### config.mk
export PLATFORM = sky130hd
export DESIGN_NAME = png_chunk_deframer
export DESIGN_NICKNAME = d
export VERILOG_FILES = /design/src/design/pcd_pkg.sv /design/src/design/png_chunk_deframer.sv /design/src/design/pcd_front.sv /design/src/design/pcd_queue.sv /design/src/design/pcd_back.sv
export VERILOG_INCLUDE_DIRS = /design/src /design/src/design
export SDC_FILE = /design/constraint.sdc
export NUM_CORES = 1
export LEC_CHECK = 0
export BUFFER_PORTS_ARGS = -buffer_cell sky130_fd_sc_hd__buf_2
export CAP_MARGIN = 20
export CORE_ASPECT_RATIO = 0.9
export CORE_MARGIN = 5
export CORE_UTILIZATION = 60
export CTS_BUF_LIST = sky130_fd_sc_hd__clkbuf_4 sky130_fd_sc_hd__clkbuf_8 sky130_fd_sc_hd__clkbuf_16
export CTS_CLUSTER_SIZE = 10
export DETAILED_ROUTE_END_ITERATION = 12
export PLACE_DENSITY = 0.85
export SLEW_MARGIN = 20
export SYNTH_ARGS = -nofsm -noshare
export SYNTH_HDL_FRONTEND = slang
export SYNTH_SLANG_ARGS = --single-unit
### constraint.sdc
create_clock -name clk -period 6.9 [get_ports clk]
set_clock_uncertainty 0.1 [all_clocks]
set_input_delay 1.38 -clock clk [delete_from_list [all_inputs] [get_ports clk]]
set_output_delay 1.38 -clock clk [all_outputs]
set_load 0.005 [all_outputs]
### src/design/png_chunk_deframer_defines.svh
// Assertion macros shared by the deframer modules.
`ifndef PNG_CHUNK_DEFRAMER_DEFINES_SVH
`define PNG_CHUNK_DEFRAMER_DEFINES_SVH

// Same-cycle implication, checked on every rising edge outside reset.
`define PCD_ASSERT_IMPLY(label, ante, cons, msg) \
    label: assert property (@(posedge clk) disable iff (!rst_n) (ante) |-> (cons)) \
        else $error(msg);

// Next-cycle implication, checked on every rising edge outside reset.
`define PCD_ASSERT_NEXT(label, ante, cons, msg) \
    label: assert property (@(posedge clk) disable iff (!rst_n) (ante) |=> (cons)) \
        else $error(msg);

`endif

### src/design/pcd_pkg.sv
// Shared types, codes and constants of the PNG chunk deframer.
package pcd_pkg;

    // Framing phase of the byte parser
    typedef enum logic [2:0] {
        PH_SIG,
        PH_LEN,
        PH_TYPE,
        PH_PAY,
        PH_CRC,
        PH_DONE,
        PH_REJ
    } phase_t;

    // Result status codes
    typedef enum logic [1:0] {
        ST_PARSE  = 2'd0,
        ST_CHUNK  = 2'd1,
        ST_ACCEPT = 2'd2,
        ST_REJECT = 2'd3
    } status_t;

    // Chunk kinds
    typedef enum logic [1:0] {
        KIND_OTHER = 2'd0,
        KIND_IDAT  = 2'd1,
        KIND_FDAT  = 2'd2,
        KIND_IEND  = 2'd3
    } kind_t;

    // Per-byte event codes from the framer to the checker
    typedef enum logic [1:0] {
        EV_PARSE,
        EV_CHUNK,
        EV_DONE,
        EV_REJ
    } evt_code_t;

    localparam logic [31:0] TYPE_IDAT = 32'h4944_4154;
    localparam logic [31:0] TYPE_FDAT = 32'h6664_4154;
    localparam logic [31:0] TYPE_IEND = 32'h4945_4E44;

    // Event passed through the queue, one per input byte
    typedef struct packed {
        logic        restart;
        evt_code_t   code;
        logic        last;
        logic [31:0] type_word;
        logic [31:0] len;
        logic [31:0] crc;
    } evt_t;

    // Result item
    typedef struct packed {
        status_t     status;
        kind_t       kind;
        logic        run;
        logic [31:0] len;
        logic [31:0] crc;
    } res_t;

    // PNG file signature byte at a given position
    function automatic logic [7:0] sig_byte(input logic [2:0] idx);
        logic [7:0] val;
        unique case (idx)
            3'd0: val = 8'h89;
            3'd1: val = 8'h50;
            3'd2: val = 8'h4e;
            3'd3: val = 8'h47;
            3'd4: val = 8'h0d;
            3'd5: val = 8'h0a;
            3'd6: val = 8'h1a;
            3'd7: val = 8'h0a;
            default: val = 8'h00;
        endcase
        return val;
    endfunction

endpackage

### src/design/png_chunk_deframer.sv
// PNG chunk deframer top level: stream ports, framer, event queue and checker.
//
// Takes a PNG file one byte per transfer and returns exactly one result per
// byte, at a sustained rate of one byte per clock while m_axis_tready stays
// high. The framer handles a byte in the cycle it is accepted; its parse state
// (phase, field counter, length, payload countdown) is updated on each accepted
// byte. A byte's result is offered on the master side from the checker's output
// register once it has passed the event queue. While the master side is stalled, the
// event queue of QUEUE_DEPTH entries plus the output register take up to
// QUEUE_DEPTH + 1 bytes before s_axis_tready drops. A byte with s_axis_tuser
// set restarts the parse; s_axis_tlast marks the end of input, which rejects
// the file unless that byte completes IEND. After accept or reject, further
// bytes answer with the same status until the next restart.
module png_chunk_deframer #(
    parameter int QUEUE_DEPTH = 2
) (
    input  logic        clk,
    input  logic        rst_n,
    input  logic        s_axis_tvalid,
    output logic        s_axis_tready,
    input  logic [7:0]  s_axis_tdata,   // [7:0] data_byte
    input  logic        s_axis_tlast,   // last_byte
    input  logic [0:0]  s_axis_tuser,   // [0] first_byte
    output logic        m_axis_tvalid,
    input  logic        m_axis_tready,
    output logic [63:0] m_axis_tdata,   // [31:0] chunk_length, [63:32] chunk_crc
    output logic [4:0]  m_axis_tuser    // [1:0] status, [3:2] chunk_kind, [4] starts_run
);
    import pcd_pkg::*;

    logic evt_valid;
    logic evt_ready;
    evt_t evt;
    logic q_valid;
    logic q_ready;
    evt_t q_evt;
    res_t res;

    pcd_front u_front (
        .clk        (clk),
        .rst_n      (rst_n),
        .in_valid   (s_axis_tvalid),
        .in_ready   (s_axis_tready),
        .data_byte  (s_axis_tdata),
        .first_byte (s_axis_tuser[0]),
        .last_byte  (s_axis_tlast),
        .evt_valid  (evt_valid),
        .evt_ready  (evt_ready),
        .evt        (evt)
    );

    pcd_queue #(
        .DEPTH (QUEUE_DEPTH)
    ) u_queue (
        .clk       (clk),
        .rst_n     (rst_n),
        .in_valid  (evt_valid),
        .in_ready  (evt_ready),
        .in_evt    (evt),
        .out_valid (q_valid),
        .out_ready (q_ready),
        .out_evt   (q_evt)
    );

    pcd_back u_back (
        .clk       (clk),
        .rst_n     (rst_n),
        .q_valid   (q_valid),
        .q_ready   (q_ready),
        .q_evt     (q_evt),
        .res_valid (m_axis_tvalid),
        .res_ready (m_axis_tready),
        .res       (res)
    );

    // Pack the result onto the master side
    assign m_axis_tdata = {res.crc, res.len};
    assign m_axis_tuser = {res.run, res.kind, res.status};

endmodule

### src/design/pcd_front.sv
// Byte framer: signature check, length/type/payload/CRC framing, one event per byte.
module pcd_front (
    input  logic          clk,
    input  logic          rst_n,
    input  logic          in_valid,
    output logic          in_ready,
    input  logic [7:0]    data_byte,
    input  logic          first_byte,
    input  logic          last_byte,
    output logic          evt_valid,
    input  logic          evt_ready,
    output pcd_pkg::evt_t evt
);
    import pcd_pkg::*;

    phase_t      phase_reg, phase_next;
    logic [2:0]  cnt_reg, cnt_next;
    logic [31:0] len_reg, len_next;
    logic [31:0] left_reg, left_next;
    logic [31:0] type_reg, type_next;
    logic [31:0] crc_reg, crc_next;

    phase_t      cur_phase;
    logic [2:0]  cur_cnt;
    logic [31:0] cur_len;
    logic [31:0] cur_type;
    logic [31:0] cur_crc;
    logic        chunk_end;
    logic        accept;

    assign in_ready  = evt_ready;
    assign evt_valid = in_valid;
    assign accept    = in_valid && evt_ready;

    // Restart clears the parse before this byte is looked at
    always_comb
    begin
        cur_phase = first_byte ? PH_SIG : phase_reg;
        cur_cnt   = first_byte ? 3'd0   : cnt_reg;
        cur_len   = first_byte ? 32'd0  : len_reg;
        cur_type  = first_byte ? 32'd0  : type_reg;
        cur_crc   = first_byte ? 32'd0  : crc_reg;
    end

    // Advance the framing phase and build the event
    always_comb
    begin
        phase_next    = cur_phase;
        cnt_next      = cur_cnt;
        len_next      = cur_len;
        left_next     = first_byte ? 32'd0 : left_reg;
        type_next     = cur_type;
        crc_next      = cur_crc;
        chunk_end     = 1'b0;
        evt.restart   = first_byte;
        evt.code      = EV_PARSE;
        evt.last      = last_byte;
        evt.type_word = cur_type;
        evt.len       = cur_len;
        evt.crc       = '0;

        unique case (cur_phase)
            PH_SIG:
            begin
                if (data_byte != sig_byte(cur_cnt))
                begin
                    phase_next = PH_REJ;
                end
                else if (cur_cnt == 3'd7)
                begin
                    phase_next = PH_LEN;
                    cnt_next   = 3'd0;
                end
                else
                begin
                    cnt_next = cur_cnt + 3'd1;
                end
            end
            PH_LEN:
            begin
                len_next = {cur_len[23:0], data_byte};
                if (cur_cnt == 3'd3)
                begin
                    phase_next = PH_TYPE;
                    cnt_next   = 3'd0;
                end
                else
                begin
                    cnt_next = cur_cnt + 3'd1;
                end
            end
            PH_TYPE:
            begin
                type_next = {cur_type[23:0], data_byte};
                if (cur_cnt == 3'd3)
                begin
                    cnt_next   = 3'd0;
                    left_next  = cur_len;
                    phase_next = (cur_len == 32'd0) ? PH_CRC : PH_PAY;
                end
                else
                begin
                    cnt_next = cur_cnt + 3'd1;
                end
            end
            PH_PAY:
            begin
                left_next = left_reg - 32'd1;
                if (left_reg == 32'd1)
                begin
                    phase_next = PH_CRC;
                end
            end
            PH_CRC:
            begin
                crc_next = {cur_crc[23:0], data_byte};
                if (cur_cnt != 3'd3)
                begin
                    cnt_next = cur_cnt + 3'd1;
                end
                else
                begin
                    // Close the chunk; the checker decides its status
                    chunk_end = 1'b1;
                    cnt_next  = 3'd0;
                    evt.code  = EV_CHUNK;
                    evt.crc   = crc_next;
                    len_next  = 32'd0;
                    if (cur_type == TYPE_IEND)
                    begin
                        phase_next = PH_DONE;
                    end
                    else if (last_byte)
                    begin
                        phase_next = PH_REJ;
                    end
                    else
                    begin
                        phase_next = PH_LEN;
                        type_next  = 32'd0;
                        crc_next   = 32'd0;
                    end
                end
            end
            PH_DONE:
            begin
                evt.code = EV_DONE;
            end
            PH_REJ:
            begin
                evt.code = EV_REJ;
            end
            default:
            begin
                phase_next = PH_REJ;
                evt.code   = EV_REJ;
            end
        endcase

        // Drop to reject on a failed check or on input that ends mid-file
        if (!chunk_end && cur_phase != PH_DONE && cur_phase != PH_REJ)
        begin
            if (phase_next == PH_REJ || last_byte)
            begin
                phase_next = PH_REJ;
                evt.code   = EV_REJ;
            end
        end
    end

    // Parse state registers
    always_ff @(posedge clk or negedge rst_n)
    begin
        if (!rst_n)
        begin
            phase_reg <= PH_SIG;
            cnt_reg   <= 3'd0;
            len_reg   <= 32'd0;
            left_reg  <= 32'd0;
            type_reg  <= 32'd0;
            crc_reg   <= 32'd0;
        end
        else if (accept)
        begin
            phase_reg <= phase_next;
            cnt_reg   <= cnt_next;
            len_reg   <= len_next;
            left_reg  <= left_next;
            type_reg  <= type_next;
            crc_reg   <= crc_next;
        end
    end

endmodule

### src/design/pcd_queue.sv
// Short event queue between the framer and the checker.
`include "png_chunk_deframer_defines.svh"

module pcd_queue #(
    parameter int DEPTH = 2
) (
    input  logic          clk,
    input  logic          rst_n,
    input  logic          in_valid,
    output logic          in_ready,
    input  pcd_pkg::evt_t in_evt,
    output logic          out_valid,
    input  logic          out_ready,
    output pcd_pkg::evt_t out_evt
);
    import pcd_pkg::*;

    localparam int PTR_W = (DEPTH > 1) ? $clog2(DEPTH) : 1;
    localparam int CNT_W = $clog2(DEPTH + 1);

    evt_t             mem [DEPTH];
    logic [PTR_W-1:0] wr_ptr_reg, wr_ptr_next;
    logic [PTR_W-1:0] rd_ptr_reg, rd_ptr_next;
    logic [CNT_W-1:0] count_reg, count_next;
    logic             push;
    logic             pop;

    assign in_ready  = (count_reg != CNT_W'(DEPTH));
    assign out_valid = (count_reg != '0);
    assign push      = in_valid && in_ready;
    assign pop       = out_valid && out_ready;
    assign out_evt   = mem[rd_ptr_reg];

    // Advance pointers with wrap, track fill level
    always_comb
    begin
        wr_ptr_next = wr_ptr_reg;
        rd_ptr_next = rd_ptr_reg;
        count_next  = count_reg;
        if (push)
        begin
            wr_ptr_next = (wr_ptr_reg == PTR_W'(DEPTH - 1)) ? '0 : wr_ptr_reg + 1'b1;
        end
        if (pop)
        begin
            rd_ptr_next = (rd_ptr_reg == PTR_W'(DEPTH - 1)) ? '0 : rd_ptr_reg + 1'b1;
        end
        if (push && !pop)
        begin
            count_next = count_reg + 1'b1;
        end
        else if (pop && !push)
        begin
            count_next = count_reg - 1'b1;
        end
    end

    // Write the entry on a transfer in
    always_ff @(posedge clk)
    begin
        if (push)
        begin
            mem[wr_ptr_reg] <= in_evt;
        end
    end

    always_ff @(posedge clk or negedge rst_n)
    begin
        if (!rst_n)
        begin
            wr_ptr_reg <= '0;
            rd_ptr_reg <= '0;
            count_reg  <= '0;
        end
        else
        begin
            wr_ptr_reg <= wr_ptr_next;
            rd_ptr_reg <= rd_ptr_next;
            count_reg  <= count_next;
        end
    end

    `PCD_ASSERT_IMPLY(a_count_bound, 1'b1, count_reg <= CNT_W'(DEPTH), "queue overfilled")
    `PCD_ASSERT_NEXT(a_count_up, push && !pop, count_reg == $past(count_reg) + 1'b1, "queue count lost a push")
    `PCD_ASSERT_NEXT(a_count_down, pop && !push, count_reg == $past(count_reg) - 1'b1, "queue count lost a pop")

endmodule

### src/design/pcd_back.sv
// Chunk checker: kind, IDAT ordering, run starts and the registered result.
`include "png_chunk_deframer_defines.svh"

module pcd_back (
    input  logic          clk,
    input  logic          rst_n,
    input  logic          q_valid,
    output logic          q_ready,
    input  pcd_pkg::evt_t q_evt,
    output logic          res_valid,
    input  logic          res_ready,
    output pcd_pkg::res_t res
);
    import pcd_pkg::*;

    logic  rej_reg, rej_next;
    logic  saw_reg, saw_next;
    logic  closed_reg, closed_next;
    kind_t prev_reg, prev_next;
    logic  res_valid_reg;
    res_t  res_reg, res_next;

    logic  rej_cur;
    logic  saw_cur;
    logic  closed_cur;
    kind_t prev_cur;
    kind_t kind;
    logic  pop;

    assign q_ready   = !res_valid_reg || res_ready;
    assign pop       = q_valid && q_ready;
    assign res_valid = res_valid_reg;
    assign res       = res_reg;

    // Classify the chunk type
    always_comb
    begin
        priority if (q_evt.type_word == TYPE_IDAT)
            kind = KIND_IDAT;
        else if (q_evt.type_word == TYPE_FDAT)
            kind = KIND_FDAT;
        else if (q_evt.type_word == TYPE_IEND)
            kind = KIND_IEND;
        else
            kind = KIND_OTHER;
    end

    // Resolve status, ordering checks and run tracking for one event
    always_comb
    begin
        rej_cur    = q_evt.restart ? 1'b0 : rej_reg;
        saw_cur    = q_evt.restart ? 1'b0 : saw_reg;
        closed_cur = q_evt.restart ? 1'b0 : closed_reg;
        prev_cur   = q_evt.restart ? KIND_OTHER : prev_reg;

        rej_next    = rej_cur;
        saw_next    = saw_cur;
        closed_next = closed_cur;
        prev_next   = prev_cur;
        res_next    = '0;

        unique case (q_evt.code)
            EV_PARSE:
            begin
                res_next.status = rej_cur ? ST_REJECT : ST_PARSE;
            end
            EV_DONE:
            begin
                res_next.status = rej_cur ? ST_REJECT : ST_ACCEPT;
            end
            EV_REJ:
            begin
                res_next.status = ST_REJECT;
            end
            EV_CHUNK:
            begin
                if (rej_cur)
                begin
                    res_next.status = ST_REJECT;
                end
                else if (kind == KIND_IDAT && closed_cur)
                begin
                    // IDAT after its run was broken
                    res_next.status = ST_REJECT;
                    rej_next        = 1'b1;
                end
                else
                begin
                    if (kind == KIND_IDAT)
                        saw_next = 1'b1;
                    else if (saw_cur)
                        closed_next = 1'b1;
                    prev_next = kind;
                    if (kind == KIND_IEND || !q_evt.last)
                    begin
                        res_next.status = (kind == KIND_IEND) ? ST_ACCEPT : ST_CHUNK;
                        res_next.kind   = kind;
                        res_next.run    = (kind == KIND_IDAT || kind == KIND_FDAT)
                                          && (prev_cur != kind);
                        res_next.len    = q_evt.len;
                        res_next.crc    = q_evt.crc;
                    end
                    else
                    begin
                        // Input ended on a chunk other than IEND
                        res_next.status = ST_REJECT;
                        rej_next        = 1'b1;
                    end
                end
            end
            default:
            begin
                res_next.status = ST_REJECT;
            end
        endcase
    end

    // Checker state and output register
    always_ff @(posedge clk or negedge rst_n)
    begin
        if (!rst_n)
        begin
            rej_reg       <= 1'b0;
            saw_reg       <= 1'b0;
            closed_reg    <= 1'b0;
            prev_reg      <= KIND_OTHER;
            res_valid_reg <= 1'b0;
        end
        else
        begin
            if (pop)
            begin
                rej_reg    <= rej_next;
                saw_reg    <= saw_next;
                closed_reg <= closed_next;
                prev_reg   <= prev_next;
            end
            if (pop)
                res_valid_reg <= 1'b1;
            else if (res_ready)
                res_valid_reg <= 1'b0;
        end
    end

    // Payload register, loaded on each transfer from the queue
    always_ff @(posedge clk)
    begin
        if (pop)
        begin
            res_reg <= res_next;
        end
    end

    `PCD_ASSERT_IMPLY(a_zero_fields, res_valid_reg && (res_reg.status == ST_PARSE || res_reg.status == ST_REJECT), res_reg.kind == KIND_OTHER && !res_reg.run && res_reg.len == '0 && res_reg.crc == '0, "fields not cleared")
    `PCD_ASSERT_NEXT(a_sticky_reject, pop && !q_evt.restart && rej_reg, res_reg.status == ST_REJECT, "reject not held")
    `PCD_ASSERT_IMPLY(a_run_kind, res_valid_reg && res_reg.run, res_reg.kind == KIND_IDAT || res_reg.kind == KIND_FDAT, "run start on wrong kind")

endmodule
==> results of run 1 <==
## final cells by class
type,count,area (um2)
Antenna cell,1,2.50
Clock buffer,80,1410
Clock inverter,3,40.0
Fill cell,1791,8770
Inverter,23,86.3
Multi-Input combinational cell,788,5200
Sequential cell,405,11500
Tap cell,360,450
Timing Repair Buffer,101,569
## routing by layer
layer	up-vias	track usage	part of all wire
met3	84	0.0609	0.10
met4	0	0.0788	0.024
met1	5612	0.335	0.41
met2	622	0.372	0.47
li1	5071	-	-
met5	-	0	0
## kinds of logic after synthesis
family	Yosys count	synth area share
simple gates	421	0.134
flops	405	0.673
fa+ha+maj	10	0.00719
mux	68	0.0399
buf+inv	102	0.0245
xor+xnor	14	0.00719
compound gates	275	0.114
## cells in the mapped netlist (3+ instances only)
| master | number |
|---|---|
| dfrtp_1 | 136 |
| nor2b_1 | 63 |
| a32oi_1 | 5 |
| a32o_1 | 3 |
| edfxtp_1 | 269 |
| nand4_1 | 14 |
| a221o_1 | 7 |
| nand2b_1 | 3 |
| ha_1 | 9 |
| a21o_1 | 7 |
| a21oi_1 | 21 |
| buf_1 | 11 |
| a22oi_1 | 34 |
| xor2_1 | 6 |
| mux2i_1 | 68 |
| and3_1 | 38 |
| inv_1 | 22 |
| and4_1 | 3 |
| nor2_1 | 107 |
| nand2_1 | 80 |
| clkbuf_1 | 47 |
| and2_1 | 5 |
| buf_2 | 19 |
| a22o_1 | 63 |
| nand3_1 | 8 |
| nand4b_1 | 5 |
| xnor2_1 | 8 |
| or3_1 | 5 |
| nor4bb_1 | 6 |
| a31oi_1 | 8 |
| or4_1 | 6 |
| nor3_1 | 24 |
| nor4_1 | 19 |
| o21ai_0 | 87 |
| o211ai_1 | 6 |
| nor4b_1 | 14 |
| o2bb2ai_1 | 3 |
| o21ai_1 | 5 |
## where the power goes
group	internal (mW)	leakage (nW)	switching, mW	total [mW]
logic	0.675	2.59	1.19	1.87
registers	3.30	4.46	0.365	3.66
clock network	1.39	0.742	0.896	2.28
## per-stage QoR
stage	instance area, um2	total power, mW
after global routing	19200	8.18
after CTS	19200	7.81
after detailed placement	17800	5.52
after global placement	17700	5.43
final	19200	7.81
after floorplan	17100	4.91
## final timing paths
path	start	endpoint	slack, ps	cells past startpoint
max	u_queue.rd_ptr_reg	u_back.res[64]	2570	8
min	u_front.left_reg[30]	u_front.left_reg[30]	390	1
max reg2reg	u_queue.rd_ptr_reg	u_back.res[64]	2570	8
min reg2reg	u_front.left_reg[30]	u_front.left_reg[30]	390	1
max in group asynchronous	rst_n	u_queue.rd_ptr_reg	4600	2
min in group asynchronous	rst_n	u_front.left_reg[14]	790	1
==> results.json, run 1 <==
{
  "outcome": "finished, final reports clean",
  "syn_nets": 1318,
  "synth_edf_count": 269,
  "drtPass1Iterations": 7,
  "finalHoldViolations": 0,
  "grt_setup_unrepaired": "false",
  "async_reset_ff_frac": 0.336,
  "synth.area.top_cells": "edfxtp_1 47%, dfrtp_1 20%, mux2i_1 4.0%",
  "setup_slack_ps": 2570,
  "preCtsSetupSlack_ps": 1980,
  "p_per_area_nw_per_um2": 406,
  "nets": 1388,
  "worst_pin_slew_ps": 933,
  "max-vdd-ir-drop_v": 0.000194,
  "clockBufferDepth": 3,
  "antenna_found_initial": 1,
  "die_width_um": 188,
  "fp.dieH_um": 170,
  "finalCriticalPeriod_ps": 4330,
  "cts_root_buffer": "clkbuf_16",
  "final_cell_mix": "269 x edfxtp_1, 135 x dfrtp_1, 104 x nor2_1, 87 x o21ai_0, 82 x buf_2",
  "dieArea_um2": 31900,
  "max_freq_mhz": 231,
  "critPathRequiredTime_ps": 7090,
  "h-tree-depth": 2,
  "finalSetupViolations": 0,
  "slew_viol_final": 0,
  "wl_mm": 38.6,
  "dp_hpwl_mm": 24.5,
  "leakage_nw": 7.80,
  "first_global_vias": 11100,
  "clk_latency_ps": 540,
  "ys_seq_elements": 405,
  "rows": 58,
  "cts_hold_buf": 0,
  "clock-sinks": 405,
  "drc_errors": 0,
  "route.detailed.wl_per_inst_um": 21.9,
  "seq_area_frac_synth": 0.673,
  "synth_cells": 1295,
  "post_cts_buffers": 0,
  "cts_buffers": 46,
  "numPortBuffers": 84,
  "core_area_um2": 28000,
  "grt.overflow.total": 0,
  "cp_max_fo": 63,
  "place.gp.congestion": 0.918,
  "ys.flop_type": "edfxtp_1",
  "clk_transition_reported_paths_ps": 60,
  "drtIter0Drc": 1472,
  "synth_area_um2": 17100,
  "crit_slowest_cell": "dfrtp_4",
  "fin_setup_tns_ps": 0,
  "syn_to_final_growth_pct": 12.8,
  "path_cells": "buf_4, mux2i_1, and2_1, nand4_1, o211ai_1, buf_4, a41oi_1, o211a_1",
  "grt_pass1_wl_mm": 61.1,
  "postCtsResizedCells": 0,
  "post-route-period-util": 0.627,
  "synth_cell_types": 79,
  "synth_top_area_share": 0.474,
  "fin_cells": 1761,
  "worstSetupPathType": "reg2reg",
  "cp-start-kind": "flip-flop",
  "largest_register_ffs": 200,
  "grt_usage": 0.239,
  "maxCapViolCount": 0,
  "io_pins": 85,
  "min_path_type": "reg2reg",
  "max_stage_delay_ps": 850,
  "drive_gt1_frac": 0.148,
  "grt_max_degree": 83,
  "critPathArrivalTime_ps": 4520,
  "initial_core_util": 0.609,
  "viasPerCell": 6.47,
  "path_delay_family": "buffers and inverters",
  "dpl.cell_count": 1676,
  "relSlewSlack": 0.378,
  "cts_tree": "done",
  "vias": 11400,
  "path_buf_inv": 2,
  "crit_path_end_kind": "flip-flop",
  "finalCoreUtilization": 0.687,
  "layout_commonest_cell": "edfxtp_1",
  "syn_area_per_cell_um2": 13.2,
  "yosysWarnings": 0,
  "whs_ps": 395,
  "synth_largest_area_cell": "edfxtp_1",
  "cp_common_cell": "buf_4",
  "ant_nets": 0
}
Note: power is estimated with default switching activity, not from simulation.
==> run 2: changes to the inputs <==
--- a/config.mk
+++ b/config.mk
@@ -10,11 +10,11 @@
 export CAP_MARGIN = 20
 export CORE_ASPECT_RATIO = 0.9
 export CORE_MARGIN = 5
-export CORE_UTILIZATION = 60
+export CORE_UTILIZATION = 55
 export CTS_BUF_LIST = sky130_fd_sc_hd__clkbuf_4 sky130_fd_sc_hd__clkbuf_8 sky130_fd_sc_hd__clkbuf_16
 export CTS_CLUSTER_SIZE = 10
 export DETAILED_ROUTE_END_ITERATION = 12
-export PLACE_DENSITY = 0.85
+export PLACE_DENSITY = 0.83
 export SLEW_MARGIN = 20
 export SYNTH_ARGS = -nofsm -noshare
 export SYNTH_HDL_FRONTEND = slang
==> constraint.sdc (replaced) <==
create_clock -name clk -period 3.7 [get_ports clk]
set_clock_uncertainty 0.1 [all_clocks]
set_input_delay 0.74 -clock clk [delete_from_list [all_inputs] [get_ports clk]]
set_output_delay 0.74 -clock clk [all_outputs]
set_load 0.005 [all_outputs]
==> results.json, run 2 (synthesized netlist as in run 1, its figures left out) <==
{
  "outcome": "finished, final reports clean",
  "critPathRequiredTime_ps": 3960,
  "fin_setup_tns_ps": 0,
  "syn_to_final_growth_pct": 14.0,
  "vias": 11400,
  "clock-sinks": 405,
  "met2WireLength_mm": 18.4,
  "drive_gt1_frac": 0.157,
  "top_layer_used": "met5",
  "cp_max_fo": 65,
  "path_cells": "nor4b_1, nand3_1, a22oi_2, o21ai_0, a21oi_1, ha_1, o211ai_1, buf_4, nor2_1",
  "fin_cells": 1826,
  "final_cell_mix": "269 x edfxtp_1, 135 x dfrtp_1, 105 x nor2_1, 87 x o21ai_0, 82 x buf_2",
  "max-vdd-ir-drop_v": 0.000453,
  "combPwrFrac": 0.243,
  "initial_core_util": 0.554,
  "r2r-end": "u_back.res[17]",
  "layout_commonest_cell": "edfxtp_1",
  "path_delay_family": "compound AO/OA/AOI/OAI gates",
  "viasPerCell": 6.24,
  "core_area_um2": 30800,
  "die_width_um": 196,
  "fillers": 2111,
  "finalCriticalPeriod_ps": 3420,
  "min_path_type": "in2async",
  "ant_nets": 0,
  "r2r_start": "u_queue.rd_ptr_reg",
  "grt_pass1_wl_mm": 61.3,
  "dpl.cell_count": 1740,
  "whs_ps": 128,
  "design_area_um2": 19400,
  "cp-start-kind": "flip-flop",
  "switching_power_mw": 4.53,
  "worstSetupPathType": "reg2reg",
  "h-tree-depth": 2,
  "grt.overflow.total": 0,
  "wl_mm": 38.5,
  "r2r_cells": 9,
  "max_freq_mhz": 293,
  "grt_usage": 0.222,
  "nets": 1402,
  "r2r_slack_ps": 280,
  "numPortBuffers": 84,
  "clk_transition_reported_paths_ps": 60,
  "setup_slack_ps": 283,
  "route.detailed.wl_per_inst_um": 21.1,
  "met3_length_mm": 3.76,
  "largest_register_ffs": 200,
  "rows": 61,
  "max_stage_delay_ps": 600,
  "preCtsSetupSlack_ps": 256,
  "internal-power_mw": 10.1,
  "maxCapViolCount": 0,
  "cts_buffers": 46,
  "cts_root_buffer": "clkbuf_16",
  "path_buf_inv": 1,
  "critPathArrivalTime_ps": 3680,
  "drtPass1Iterations": 6,
  "relSlewSlack": 0.283,
  "leakage_nw": 7.89,
  "finalCoreUtilization": 0.632,
  "antenna_found_initial": 2,
  "fp.dieH_um": 177,
  "p_sw_frac": 0.310,
  "placed_cell_area_um2": 18000,
  "grt_max_degree": 77,
  "finalSetupViolations": 0,
  "clk_latency_ps": 550,
  "dp_hpwl_mm": 24.9,
  "post_cts_buffers": 0,
  "pwr-share-clk": 0.295,
  "postCtsResizedCells": 0,
  "totalPowerFinal_mw": 14.6,
  "slew_viol_final": 0,
  "wl_met1_mm": 15.3,
  "clockBufferDepth": 3,
  "worst_pin_slew_ps": 1080,
  "first_global_vias": 11000,
  "dieArea_um2": 34600,
  "cts_hold_buf": 0,
  "post-route-period-util": 0.923,
  "drtIter0Drc": 1164,
  "place.gp.congestion": 0.952,
  "p_seq_frac": 0.462,
  "finalHoldViolations": 0,
  "drc_errors": 0,
  "crit_path_end_kind": "flip-flop",
  "p_per_area_nw_per_um2": 753,
  "cts_tree": "done",
  "grt_setup_unrepaired": "false",
  "crit_slowest_cell": "dfrtp_4",
  "io_pins": 85
}
-- run 2: worst reg2reg max path, cell delays in order, from the launching register on --
cell	delay, ps
dfrtp_4	600
nor4b_1	350
nand3_1	160
a22oi_2	370
o21ai_0	160
a21oi_1	390
ha_1	310
o211ai_1	180
buf_4	350
nor2_1	290
-- run 2: how the worst max path moves through the flow --
stage	start	end	depth (start not counted)
2_1_floorplan	s_axis_tuser	u_queue.mem[0][97]	14
3_3_place_gp	s_axis_tuser	u_queue.mem[0][97]	11
3_5_place_dp	s_axis_tuser	u_queue.mem[0][97]	11
4_1_cts	u_queue.rd_ptr_reg	u_back.res[17]	9
5_1_grt	u_queue.rd_ptr_reg	u_back.res[17]	9
6_report	u_queue.rd_ptr_reg	u_back.res[17]	9
-- run 2: cell type report --
type | instances | area [um2] | share of cell area
antenna | 1 | 2.50 | 0.000129
clock buffer | 84 | 1460 | 0.0751
clock inverter | 1 | 8.76 | 0.000451
inverter | 23 | 86.3 | 0.00444
multi-input combinational | 788 | 5180 | 0.267
sequential | 405 | 11500 | 0.591
tap | 409 | 512 | 0.0263
timing repair buffer | 115 | 699 | 0.0360
-- run 2: routing by layer --
layer	global-route usage	vias up
li1	-	5084
met1	0.302	5630
met2	0.355	578
met3	0.0590	93
met4	0.0652	4
met5	0	-
-- run 2: power by group through the flow --
stage	combinational, mW	sequential (mW)	clock (mW)
6_report	3.55	6.77	4.32
4_1_cts	3.55	6.75	4.36
2_1_floorplan	2.50	6.64	0
5_1_grt	3.89	6.88	4.56
3_5_place_dp	3.52	6.82	0
3_3_place_gp	3.41	6.76	0
==> run 3: changes to the inputs <==
--- a/config.mk
+++ b/config.mk
@@ -8,13 +8,15 @@
 export LEC_CHECK = 0
 export BUFFER_PORTS_ARGS = -buffer_cell sky130_fd_sc_hd__buf_2
 export CAP_MARGIN = 20
+export CELL_PAD_IN_SITES_DETAIL_PLACEMENT = 0
+export CELL_PAD_IN_SITES_GLOBAL_PLACEMENT = 2
 export CORE_ASPECT_RATIO = 0.9
 export CORE_MARGIN = 5
-export CORE_UTILIZATION = 55
+export CORE_UTILIZATION = 39
 export CTS_BUF_LIST = sky130_fd_sc_hd__clkbuf_4 sky130_fd_sc_hd__clkbuf_8 sky130_fd_sc_hd__clkbuf_16
 export CTS_CLUSTER_SIZE = 10
 export DETAILED_ROUTE_END_ITERATION = 12
-export PLACE_DENSITY = 0.83
+export PLACE_DENSITY = 0.82
 export SLEW_MARGIN = 20
 export SYNTH_ARGS = -nofsm -noshare
 export SYNTH_HDL_FRONTEND = slang
==> results.json, run 3 (synthesized netlist as in run 1, its figures left out) <==
{
  "outcome": "finished, final reports clean",
  "startpoint": "u_queue.rd_ptr_reg",
  "final_cell_mix": "269 x edfxtp_1, 135 x dfrtp_1, 105 x nor2_1, 87 x o21ai_0, 82 x buf_2",
  "placed_cell_area_um2": 18200,
  "post-route-period-util": 0.880,
  "relSlewSlack": 0.441,
  "wl_mm": 39.9,
  "slew_viol_final": 0,
  "grt_use_met1": 0.244,
  "finalSetupViolations": 0,
  "antenna_found_initial": 1,
  "design_area_um2": 19700,
  "dp_hpwl_mm": 25.9,
  "cts_tree": "done",
  "fin_setup_tns_ps": 0,
  "clk_latency_ps": 560,
  "worstSetupPathType": "reg2reg",
  "worst_pin_slew_ps": 839,
  "grt_use_met3": 0.0290,
  "place.gp.congestion": 0.831,
  "syn_to_final_growth_pct": 15.7,
  "crit_path_end_kind": "flip-flop",
  "initial_core_util": 0.395,
  "die_width_um": 230,
  "grt_setup_unrepaired": "false",
  "layout_commonest_cell": "edfxtp_1",
  "io_pins": 85,
  "finalHoldViolations": 0,
  "cts_buffers": 47,
  "grt.overflow.total": 0,
  "numPortBuffers": 84,
  "h-tree-depth": 2,
  "grt_usage": 0.164,
  "r2r_cells": 9,
  "drive_gt1_frac": 0.163,
  "r2r_start": "u_queue.rd_ptr_reg",
  "cts_hold_buf": 0,
  "r2r-end": "u_back.res[62]",
  "viasPerCell": 5.60,
  "finalCriticalPeriod_ps": 3260,
  "nets": 1407,
  "critPathRequiredTime_ps": 4000,
  "leakage_nw": 7.94,
  "drtPass1Iterations": 5,
  "r2r_slack_ps": 440,
  "core_area_um2": 43200,
  "grt_pass1_wl_mm": 63.4,
  "cp-start-kind": "flip-flop",
  "max_freq_mhz": 307,
  "rows": 72,
  "first_global_vias": 10700,
  "use_met2": 0.250,
  "max-vdd-ir-drop_v": 0.000404,
  "fp.dieH_um": 208,
  "diodes": 0,
  "dieArea_um2": 48000,
  "largest_register_ffs": 200,
  "drc_errors": 0,
  "grt.busiest_layer": "met2",
  "critPathArrivalTime_ps": 3550,
  "route.detailed.wl_per_inst_um": 20.2,
  "cp_max_fo": 66,
  "grt_max_degree": 77,
  "ant_nets": 0,
  "min_path_type": "in2async",
  "maxCapViolCount": 0,
  "drtIter0Drc": 886,
  "vias": 11100,
  "p_per_area_nw_per_um2": 750,
  "clockBufferDepth": 3,
  "clock-sinks": 405,
  "clk_transition_reported_paths_ps": 60,
  "cts_root_buffer": "clkbuf_16"
}
==> run 3: metal layers <==
metal	vias up	part of all wire
li1	5089	-
met1	5587	0.46
met2	347	0.46
met3	61	0.063
met4	0	0.021
met5	-	0
==> run 3: worst max-delay path, cell delays in order, from the launching register on <==
cell and delay, ps:
dfrtp_4 570, nor4b_1 410, nand3_1 170, a22oi_2 390, o21ai_0 190, a21oi_2 270, ha_1 260, o211ai_1 140
buf_4 320, nor2_1 200
==> run 3: worst max path at each step <==
stage	to	slack, ps	depth (start not counted)
global placement	u_queue.mem[1][97]	320	11
floorplan	u_queue.mem[0][97]	20	14
detailed placement	u_queue.mem[1][97]	270	11
finish	u_back.res[62]	440	9
global route	u_back.res[52]	150	9
CTS	u_back.res[26]	330	9
==> run 3: stage by stage <==
stage | total power, mW | worst slack (ps) | util | hold WS, ps | instances
2_1_floorplan | 9.14 | 21.3 | - | 344 | 1295
3_3_place_gp | 10.4 | 324 | 0.422 | 373 | 1890
3_5_place_dp | 10.4 | 275 | 0.422 | 375 | 1890
4_1_cts | 14.9 | 328 | 0.457 | 147 | 1978
5_1_grt | 15.6 | 148 | 0.457 | 169 | 1978
6_report | 14.8 | 444 | 0.457 | 122 | 1978
==> run 3: final cells by class <==
type	instances	area (um2)
Fill cell	3814	23400
Sequential cell	405	11500
Multi-Input combinational cell	788	5190
Clock buffer	84	1480
Timing Repair Buffer	119	754
Tap cell	555	694
Inverter	23	86.3
Clock inverter	4	37.5
==> run 3: power by group <==
group          internal, mW  switching [mW]
registers              6.14           0.563
logic                  1.33            2.31
clock network          2.72            1.74
==> run 3: timing repair <==
action | in CTS | in global routing
setup buffers | 0 | 0
resized for setup | 0 | 1
endpoints found under the setup margin | 0 | 9
endpoints found under the hold margin | 0 | 0
